==> src/rtl/cmft_pkg.sv <==
// Package: widths, identifiers and constants for the motor feedback turn tracker.
`timescale 1ns / 1ps

package cmft_pkg;

    // number of lift motors tracked (1 to 4)
    localparam int LIFT_CHANNELS = 4;
    localparam int LIFT_IDX_W    = (LIFT_CHANNELS > 1) ? $clog2(LIFT_CHANNELS) : 1;

    localparam int ID_W    = 11;
    localparam int ANGLE_W = 16;
    localparam int SPEED_W = 16;
    localparam int TURN_W  = 16;
    localparam int POS_W   = 20;
    localparam int CH_W    = 3;

    localparam logic [ID_W-1:0] ID_LIFT_BASE = 11'h201;
    localparam logic [ID_W-1:0] ID_YAW       = 11'h205;
    localparam logic [ID_W-1:0] ID_PITCH     = 11'h206;

    localparam logic [CH_W-1:0] CH_YAW   = 3'd4;
    localparam logic [CH_W-1:0] CH_PITCH = 3'd5;

    localparam logic [ANGLE_W-1:0] THRESH_RESET = 16'd5460;

    localparam logic signed [TURN_W-1:0] TURN_MAX = 16'sh7FFF;
    localparam logic signed [TURN_W-1:0] TURN_MIN = 16'sh8000;

    // 190*turns + angle spans about +-6.3e6: 24 bits signed, 23-bit magnitude
    localparam int SUM_W = 24;
    localparam int MAG_W = 23;

    // floor(n/1000) = (n * ceil(2^33/1000)) >> 33, exact for n < 2^23
    localparam int                RECIP_W     = 24;
    localparam logic [RECIP_W-1:0] RECIP_1000 = 24'd8589935;
    localparam int                RECIP_SHIFT = 33;
    localparam int                PROD_W      = MAG_W + RECIP_W;
    localparam int                QUOT_W      = 14;

    // sum of position parts before truncation to POS_W
    localparam int POS_SUM_W = POS_W + 1;

endpackage

==> src/rtl/can_motor_feedback_turn_tracker.sv <==
// Top level: motor feedback decoder with multi-turn unwrap for the lift channels.
// Path: an accepted request moves through the stage 0, stage 1 and output registers in order to m_*.
// Throughput: one request per cycle while m_tready does not stall the output; the rate is set by the
//   per-channel turn update, a combinational read and registered write of the angle and turn registers in stage one.
// Reset (aresetn low, synchronous): pipeline emptied, stored angles and turn counts
//   cleared to zero, wrap_threshold set to 5460.
`timescale 1ns / 1ps

module can_motor_feedback_turn_tracker (
    input  logic        aclk,
    input  logic        aresetn,
    // configuration: wrap_threshold
    input  logic        cfg_we,
    input  logic [15:0] cfg_wdata,
    // input requests
    input  logic        s_tvalid,
    output logic        s_tready,
    input  logic [31:0] s_tdata,   // [15:0] angle_raw, [31:16] speed_raw
    input  logic [10:0] s_tuser,   // [10:0] frame_id
    // results
    output logic        m_tvalid,
    input  logic        m_tready,
    output logic [39:0] m_tdata,   // [15:0] speed, [35:16] position, [39:36] zero
    output logic [3:0]  m_tuser    // [0] valid_res, [3:1] channel
);

    localparam int NL = cmft_pkg::LIFT_CHANNELS;
    localparam int IW = cmft_pkg::LIFT_IDX_W;

    // ---------------- configuration ----------------
    logic [cmft_pkg::ANGLE_W-1:0] thresh_reg;

    always_ff @(posedge aclk) begin
        if (!aresetn) begin
            thresh_reg <= cmft_pkg::THRESH_RESET;
        end else if (cfg_we) begin
            thresh_reg <= cfg_wdata;
        end
    end

    // ---------------- pipeline handshake ----------------
    logic in_v_reg, mid_v_reg, out_v_reg;
    logic out_adv, mid_ready, in_ready;
    logic in_load, mid_load, out_load;

    assign out_adv   = !out_v_reg || m_tready;
    assign mid_ready = !mid_v_reg || out_adv;
    assign in_ready  = !in_v_reg || mid_ready;
    assign s_tready  = in_ready;

    assign in_load  = s_tvalid && in_ready;
    assign mid_load = in_v_reg && mid_ready;
    assign out_load = mid_v_reg && out_adv;

    always_ff @(posedge aclk) begin
        if (!aresetn) begin
            in_v_reg  <= 1'b0;
            mid_v_reg <= 1'b0;
            out_v_reg <= 1'b0;
        end else begin
            if (in_ready)  in_v_reg  <= s_tvalid;
            if (mid_ready) mid_v_reg <= in_v_reg;
            if (out_adv)   out_v_reg <= mid_v_reg;
        end
    end

    // ---------------- stage 0: input register ----------------
    logic [cmft_pkg::ID_W-1:0]           in_id_reg;
    logic [cmft_pkg::ANGLE_W-1:0]        in_ang_reg;
    logic signed [cmft_pkg::SPEED_W-1:0] in_spd_reg;

    always_ff @(posedge aclk) begin
        if (in_load) begin
            in_id_reg  <= s_tuser;
            in_ang_reg <= s_tdata[15:0];
            in_spd_reg <= s_tdata[31:16];
        end
    end

    // ---------------- stage 1: decode and turn update ----------------
    logic [NL-1:0][cmft_pkg::ANGLE_W-1:0]       last_ang_reg;
    logic signed [NL-1:0][cmft_pkg::TURN_W-1:0] turns_reg;

    logic [cmft_pkg::ID_W:0]             id_ext;
    logic [cmft_pkg::ID_W-1:0]           lift_off;
    logic [IW-1:0]                       lift_idx;
    logic                                is_lift, is_yaw, is_pitch;
    logic [cmft_pkg::ANGLE_W-1:0]        last_ang;
    logic signed [cmft_pkg::TURN_W-1:0]  turn_cur, turn_new;
    logic [cmft_pkg::ANGLE_W:0]          last_plus_thr, ang_plus_thr;
    logic                                wrap_up, wrap_down;
    logic signed [cmft_pkg::SUM_W-1:0]   turn_ext, sum_val;
    logic                                sum_neg;
    logic [cmft_pkg::SUM_W-1:0]          sum_abs;

    assign id_ext   = {1'b0, in_id_reg};
    assign is_lift  = (in_id_reg >= cmft_pkg::ID_LIFT_BASE)
                   && (id_ext < ({1'b0, cmft_pkg::ID_LIFT_BASE} + (cmft_pkg::ID_W+1)'(NL)));
    assign is_yaw   = (in_id_reg == cmft_pkg::ID_YAW);
    assign is_pitch = (in_id_reg == cmft_pkg::ID_PITCH);
    assign lift_off = in_id_reg - cmft_pkg::ID_LIFT_BASE;
    assign lift_idx = lift_off[IW-1:0];

    assign last_ang = last_ang_reg[lift_idx];
    assign turn_cur = turns_reg[lift_idx];

    // last - new > thr  <=>  last > new + thr;  last - new < -thr  <=>  new > last + thr
    assign ang_plus_thr  = {1'b0, in_ang_reg} + {1'b0, thresh_reg};
    assign last_plus_thr = {1'b0, last_ang} + {1'b0, thresh_reg};
    assign wrap_up       = ({1'b0, last_ang} > ang_plus_thr);
    assign wrap_down     = ({1'b0, in_ang_reg} > last_plus_thr);

    always_comb begin
        turn_new = turn_cur;
        if (wrap_up) begin
            if (turn_cur != cmft_pkg::TURN_MAX) turn_new = turn_cur + 16'sd1;
        end else if (wrap_down) begin
            if (turn_cur != cmft_pkg::TURN_MIN) turn_new = turn_cur - 16'sd1;
        end
    end

    // 190*t = 128t + 64t - 2t
    assign turn_ext = {{(cmft_pkg::SUM_W-cmft_pkg::TURN_W){turn_new[cmft_pkg::TURN_W-1]}},
                       turn_new};
    assign sum_val  = (turn_ext <<< 7) + (turn_ext <<< 6) - (turn_ext <<< 1)
                    + $signed({{(cmft_pkg::SUM_W-cmft_pkg::ANGLE_W){1'b0}}, in_ang_reg});
    assign sum_neg  = sum_val[cmft_pkg::SUM_W-1];
    assign sum_abs  = sum_neg ? (~sum_val + 24'd1) : sum_val;

    always_ff @(posedge aclk) begin
        if (!aresetn) begin
            last_ang_reg <= '0;
            turns_reg    <= '0;
        end else if (mid_load && is_lift) begin
            last_ang_reg[lift_idx] <= in_ang_reg;
            turns_reg[lift_idx]    <= turn_new;
        end
    end

    logic                                mid_vres_reg, mid_lift_reg;
    logic [cmft_pkg::CH_W-1:0]           mid_ch_reg;
    logic signed [cmft_pkg::SPEED_W-1:0] mid_spd_reg;
    logic [cmft_pkg::ANGLE_W-1:0]        mid_ang_reg;
    logic signed [cmft_pkg::TURN_W-1:0]  mid_turn_reg;
    logic                                mid_neg_reg;
    logic [cmft_pkg::MAG_W-1:0]          mid_mag_reg;
    logic [cmft_pkg::CH_W-1:0]           ch_next;

    always_comb begin
        if (is_lift)       ch_next = {{(cmft_pkg::CH_W-IW){1'b0}}, lift_idx};
        else if (is_yaw)   ch_next = cmft_pkg::CH_YAW;
        else if (is_pitch) ch_next = cmft_pkg::CH_PITCH;
        else               ch_next = '0;
    end

    always_ff @(posedge aclk) begin
        if (mid_load) begin
            mid_vres_reg <= is_lift || is_yaw || is_pitch;
            mid_lift_reg <= is_lift;
            mid_ch_reg   <= ch_next;
            mid_spd_reg  <= in_spd_reg;
            mid_ang_reg  <= in_ang_reg;
            mid_turn_reg <= turn_new;
            mid_neg_reg  <= sum_neg;
            mid_mag_reg  <= sum_abs[cmft_pkg::MAG_W-1:0];
        end
    end

    // ---------------- stage 2: divide by 1000 and assemble ----------------
    logic [cmft_pkg::PROD_W-1:0]           prod;
    logic [cmft_pkg::QUOT_W-1:0]           quot;
    logic signed [cmft_pkg::POS_SUM_W-1:0] quot_s, turn_x8, pos_sum;
    logic [cmft_pkg::POS_W-1:0]            pos_next;

    assign prod    = cmft_pkg::PROD_W'(mid_mag_reg) * cmft_pkg::PROD_W'(cmft_pkg::RECIP_1000);
    assign quot    = prod[cmft_pkg::RECIP_SHIFT +: cmft_pkg::QUOT_W];
    // truncation toward zero: divide the magnitude, then restore the sign
    assign quot_s  = mid_neg_reg
                   ? -$signed({{(cmft_pkg::POS_SUM_W-cmft_pkg::QUOT_W){1'b0}}, quot})
                   :  $signed({{(cmft_pkg::POS_SUM_W-cmft_pkg::QUOT_W){1'b0}}, quot});
    assign turn_x8 = {{(cmft_pkg::POS_SUM_W-cmft_pkg::TURN_W-3){mid_turn_reg[cmft_pkg::TURN_W-1]}},
                      mid_turn_reg, 3'b000};
    assign pos_sum = turn_x8 + quot_s;

    always_comb begin
        if (mid_lift_reg)      pos_next = pos_sum[cmft_pkg::POS_W-1:0];
        else if (mid_vres_reg) pos_next = {{(cmft_pkg::POS_W-cmft_pkg::ANGLE_W){1'b0}}, mid_ang_reg};
        else                   pos_next = '0;
    end

    logic                                out_vres_reg;
    logic [cmft_pkg::CH_W-1:0]           out_ch_reg;
    logic signed [cmft_pkg::SPEED_W-1:0] out_spd_reg;
    logic [cmft_pkg::POS_W-1:0]          out_pos_reg;

    always_ff @(posedge aclk) begin
        if (out_load) begin
            out_vres_reg <= mid_vres_reg;
            out_ch_reg   <= mid_ch_reg;
            out_spd_reg  <= mid_vres_reg ? mid_spd_reg : '0;
            out_pos_reg  <= pos_next;
        end
    end

    assign m_tvalid = out_v_reg;
    assign m_tdata  = {4'b0000, out_pos_reg, out_spd_reg};
    assign m_tuser  = {out_ch_reg, out_vres_reg};

    // ---------------- assertions ----------------
    a_unknown_zero: assert property (@(posedge aclk) disable iff (!aresetn)
        m_tvalid && !m_tuser[0] |-> (m_tuser[3:1] == 3'd0) && (m_tdata == 40'd0))
        else $error("unknown identifier produced nonzero result");

    a_channel_range: assert property (@(posedge aclk) disable iff (!aresetn)
        m_tvalid && m_tuser[0] |-> (m_tuser[3:1] <= cmft_pkg::CH_PITCH))
        else $error("channel out of range");

    a_raw_angle: assert property (@(posedge aclk) disable iff (!aresetn)
        m_tvalid && m_tuser[0] && (m_tuser[3:1] >= cmft_pkg::CH_YAW)
        |-> (m_tdata[35:32] == 4'd0))
        else $error("yaw/pitch position is not a raw angle");

    a_state_hold: assert property (@(posedge aclk) disable iff (!aresetn)
        !mid_load |=> $stable(turns_reg) && $stable(last_ang_reg))
        else $error("turn state changed without a request moving");

    a_state_reset: assert property (@(posedge aclk)
        !aresetn |=> (turns_reg == '0) && !m_tvalid)
        else $error("reset did not clear turn state");

endmodule

==> config.mk <==
export PLATFORM = sky130hd
export DESIGN_NAME = can_motor_feedback_turn_tracker
export DESIGN_NICKNAME = d
export VERILOG_FILES = /design/src/rtl/cmft_pkg.sv /design/src/rtl/can_motor_feedback_turn_tracker.sv
export SDC_FILE = /design/constraint.sdc
export NUM_CORES = 1
export LEC_CHECK = 0
export ABC_CLOCK_PERIOD_IN_PS = 22900
export BUFFER_PORTS_ARGS = -buffer_cell sky130_fd_sc_hd__buf_2
export CELL_PAD_IN_SITES_DETAIL_PLACEMENT = 1
export CELL_PAD_IN_SITES_GLOBAL_PLACEMENT = 2
export CORE_UTILIZATION = 45
export CTS_CLUSTER_DIAMETER = 80
export DETAILED_ROUTE_END_ITERATION = 7
export PLACE_DENSITY = 0.85
export SLEW_MARGIN = 20
export SYNTH_ARGS = -nofsm -noshare
export SYNTH_HDL_FRONTEND = slang
export SYNTH_SLANG_ARGS = --single-unit
==> constraint.sdc <==
create_clock -name aclk -period 22.9 [get_ports aclk]
set_input_delay 5.725 -clock aclk [delete_from_list [all_inputs] [get_ports aclk]]
set_output_delay 5.725 -clock aclk [all_outputs]
set_load 0.02 [all_outputs]
* Word level (Yosys, flattened, before mapping) *
Cells that the tools add are included.

word-level totals
  output and inout port bits = 46
  register bits after elaboration = 307
  logic and storage cells = 84
  input port bits = 64

operators by class
  equality and inequality tests = 4
  add/subtract/negate cells = 11
  bitwise logic cells = 1
  mux-type cells = 19
  $lt $le $gt $ge = 6
  reductions and logical operators = 14
  multiply operators = 1

operators by type and width
  operator                count
  $bwmux 64               2
  $mux 16                 8
  $bmux 16 s2             2
  $mul 23x24->47 const B  1
  $mux 20                 2
  $add 16x16->17          2
  $gt 16x17->1            2
  $demux 16 s2            1
  $ne 16x16->1 const B    2
  $add 23x22->24          1
  $add 24x17->24          1
  $sub 24x17->24          1
  $add 23x1->23 const B   1
  $mux 23                 1
  $not 23->23             1
  $eq 11x10->1 const B    2
  $add 19x20->20          1
  $neg 14->20             1
  $add 16x2->16 const B   1
  $sub 16x2->16 const B   1
  $ge 11x10->1 const B    1
  $lt 11x10->1 const B    1
  $logic_and 1x1->1       6
  $mux 3                  2
  other kinds (6)         12

* Depth between registers and ports, before layout *
  word-level depth = 13
  gate-level depth with buffers = 53
  mapped depth without buffers = 44

* Worst setup path before layout *
Ideal clock, no wire load.

  path kind = input -> register
  start point = input m_tready
  end point = register turns_reg[15] (netlist bit)
  setup slack = 9,801 ps
  setup time = 116 ps
  buffers on the path = 2
  data required time = 22,784 ps
  arrival = 12,983 ps
  cell stages on the path = 7
  cell sequence = nor2b_1 a21boi_0 and3_1 clkbuf_1 buf_1 nand2_1 o211a_1

between the ends
  longest elaborated chain between the ends = 4

ends and longest elaborated chain
  what                             RTL line                                source
  from (decl)                      can_motor_feedback_turn_tracker.sv:22   input logic m_tready,
  $logic_or 1x1->1                 can_motor_feedback_turn_tracker.sv:46   assign out_adv = !out_v_reg || m_tready;
  $logic_or 1x1->1                 can_motor_feedback_turn_tracker.sv:47   assign mid_ready = !mid_v_reg || out_adv;
  $logic_and 1x1->1                can_motor_feedback_turn_tracker.sv:52   assign mid_load = in_v_reg && mid_ready;
  net mid_load                     can_motor_feedback_turn_tracker.sv:44   logic in_load, mid_load, out_load;
  $logic_and 1x1->1                can_motor_feedback_turn_tracker.sv:134  end else if (mid_load && is_lift) begin
  to (signal, indexed assignment)  can_motor_feedback_turn_tracker.sv:136  turns_reg[lift_idx] <= turn_new;
  to (decl)                        can_motor_feedback_turn_tracker.sv:82   logic signed [NL-1:0][cmft_pkg::TURN_W-1:0] turns_reg;

The timed path passes the listed nets, and every way through them passes these cells.
A chain may end at the register's enable or synchronous reset.

* Worst setup path after layout *
  start point = input m_tready
  end point = output s_tready

between the ends
  longest elaborated chain between the ends = 3

ends and longest elaborated chain
  what              RTL line                               source
  $logic_or 1x1->1  can_motor_feedback_turn_tracker.sv:46
  $logic_or 1x1->1  can_motor_feedback_turn_tracker.sv:47
  $logic_or 1x1->1  can_motor_feedback_turn_tracker.sv:48  assign in_ready = !in_v_reg || mid_ready;
  to (decl)         can_motor_feedback_turn_tracker.sv:17  output logic s_tready,

Every way passes these cells.

==> out/qor.txt <==
Outcome -> completed
Yosys reg bits -> 306
Detailed Route Iter0 Violations -> 953
Fmax -> 79.88 MHz
Via count -> 19440
Max FO, Critical Path -> 6
Endpoints failing hold -> 0
DRT Pass-1 Iters -> 5
Grt ovf -> 0
Nets -> 3328
Post-CTS Setup Inserts -> 0
Clk_skew -> 0.01160 ns
Layout fillers -> 6345
Final core utilization -> 50.72%
Initial antenna violation count -> 1
Startpoint types -> primary input
Sink Count -> 306
Reg2Reg Capture Point -> mid_mag_reg[8]
Mapped Cells -> 2611
Post-synthesis cell type count -> 87
Hold Crit Depth -> 0
Share of cells above drive strength 1 -> 9.971%
Die H -> 242.2 µm
Max_slew headroom -> 24.20%
Die area -> 58680 µm²
Slowest stage delay, CP -> 0.60 ns
Share of synthesized flip-flops with an asynchronous set or reset -> 0%
First-pass GRT wire length -> 121.2 mm
Hold-fix buffers at CTS -> 0
RePlAce Congestion -> 0.9186
Hold path startpoint -> in_spd_reg[10]
Overall routed net length -> 77.26 mm
Clk_lat worst skew -> 0.56 ns
Final-report max-slew violation count -> 0
Initial core utilization -> 45.79%
Synth-to-layout area growth -> 10.76%
Reg2reg start -> in_id_reg[0]
Top_reg_cell synth -> edfxtp_1
CTS tree -> built
Diode count -> 0
CTS Root Cell -> clkbuf_16
Core Area -> 56710 µm²
Worst hold-check path type -> reg -> reg
Worst reg2reg path depth -> 46
Post-place setup slack -> 10.38 ns
Critical Path End Type -> output port
Post-cts sizing count -> 0
CP dominant cell by count -> buf_2
R2r setup slk -> 11.08 ns
H-tree levels -> 2
# DRC -> 0
Slowest cell on the critical path -> nor2b_1
Setup WS post-layout -> 10.38 ns
Synth Cell Area -> 25970 µm²
Max cap viols -> 0
Ys Warns -> 0
RSZ-0062 raised after global routing -> false
Minimum clock period -> 12.52 ns
Final setup vio count -> 0
Worst hold endpoint -> mid_spd_reg[10]
Crit share post-route -> 54.67%
Overall routing resource usage -> 26.59%
DIE WIDTH -> 242.2 µm
Final setup TNS -> 0 ns
Seq/Total Area, Yosys -> 29.72%
Vias in the first global route -> 21060
Synth Area per Inst -> 9.946 µm²
Clock slew at reported path FFs -> 0.06 ns
IO Pins -> 110
Crit path kind -> in -> out
Average routed wire per standard cell -> 22.05 µm
Max Buffers Root-to-Sink -> 3
Arr. time, crit path -> 6.79 ns
CTS Buf Count -> 38
HPWL Detailed -> 60.41 mm
Largest net degree at the start of global routing -> 77
Number of enable flip-flop cells after synthesis -> 159
CP Cell Sequence -> buf_2, nor2b_1, nand3_1, buf_2
Slew @ Worst Pin -> 1.134 ns
Critical Path RT -> 17.18 ns
Via density -> 5.548
Site row count -> 87
I/O Buffers -> 105
Post-route ant nets -> 0
-- kinds of logic after synthesis --
family                   synth area share, %
buffers and inverters                  6.687
AND/OR/NAND/NOR                        12.14
AO/OA/AOI/OAI                          12.30
adder cells (fa/ha/maj)                31.30
flip-flops                             29.72
XOR/XNOR                               4.220
multiplexers                           3.623
other                                0.01444
-- critical path, delay by kind of cell --
kind	cells	cell delay [ns]
buffers and inverters	2	0.30
and+or+nand+nor	2	0.77
-- stage by stage --
step,hold WS (ns),instance area (µm²),std cells
floorplan,0.4003,25980,2614
global placement,0.4006,27420,3434
detailed placement,0.4063,27420,3434
CTS,0.4209,28770,3504
global route,0.4233,28770,3504
finish,0.4187,28770,3504
-- layout make-up --
class | count | area [µm²] | area share (%)
Clock inverter | 23 | 285.3 | 0.9917
Timing Repair Buffer | 130 | 715.7 | 2.488
Sequential cell | 306 | 7717 | 26.83
Clock buffer | 47 | 1057 | 3.675
Multi-Input combinational cell | 1852 | 16580 | 57.64
Tap cell | 756 | 945.9 | 3.288
Inverter | 390 | 1464 | 5.089
-- synth_stat cells, types with 14 or more instances --
cell      count  area (µm²)
inv_1       381        1430
a21boi_0     69       518.0
a21o_1       34       255.2
o21ai_0      72       360.4
ha_1        376        4705
mux2i_1      22       220.2
nor2b_1      31       193.9
nor2_1       92       345.3
dfxtp_1     147        2943
o21ai_1      34       170.2
o21bai_1     14       105.1
fa_1        170        3403
nand3_1      45       225.2
and3_1       19       118.9
xor2_1       40       350.3
nand2_1     294        1104
clkbuf_1     50       187.7
xnor2_1      74       648.1
mux4_2       32       720.7
a21oi_1      94       470.5
a21boi_1     34       255.2
or3_1        16       100.1
nand4_1      16       100.1
nor3_1       29       145.1
edfxtp_1    159        4775
and2_1       39       244.0
o21a_1       19       142.6
-- cell usage in the layout (no fill, tap or decap), drive strengths merged, types with 94 or more instances in the layout --
cell    count
inv       396
ha        376
nand2     294
fa        170
edfxtp    159
dfxtp     147
buf       130
o21ai     106
a21boi    103
a21oi      94
-- worst max path at each step --
stage / cells past startpoint / start / slack (ns) / to
3_5_place_dp: 4 / m_tready / 10.38 / s_tready
6_report: 4 / m_tready / 10.38 / s_tready
5_1_grt: 46 / in_id_reg[0] / 10.22 / mid_mag_reg[14]
3_3_place_gp: 4 / m_tready / 10.40 / s_tready
4_1_cts: 4 / m_tready / 10.38 / s_tready
2_1_floorplan: 7 / m_tready / 9.80 / turns_reg[15]
-- per-layer routing --
layer,track usage (%),routed length [µm]
met1,35.10,35260
met2,47.21,38410
met3,2.459,2381
met4,5.510,1199
met5,0,13
Power is not shown: default switching activity piles up to over one toggle a cycle in this logic, so the estimate is an artifact.
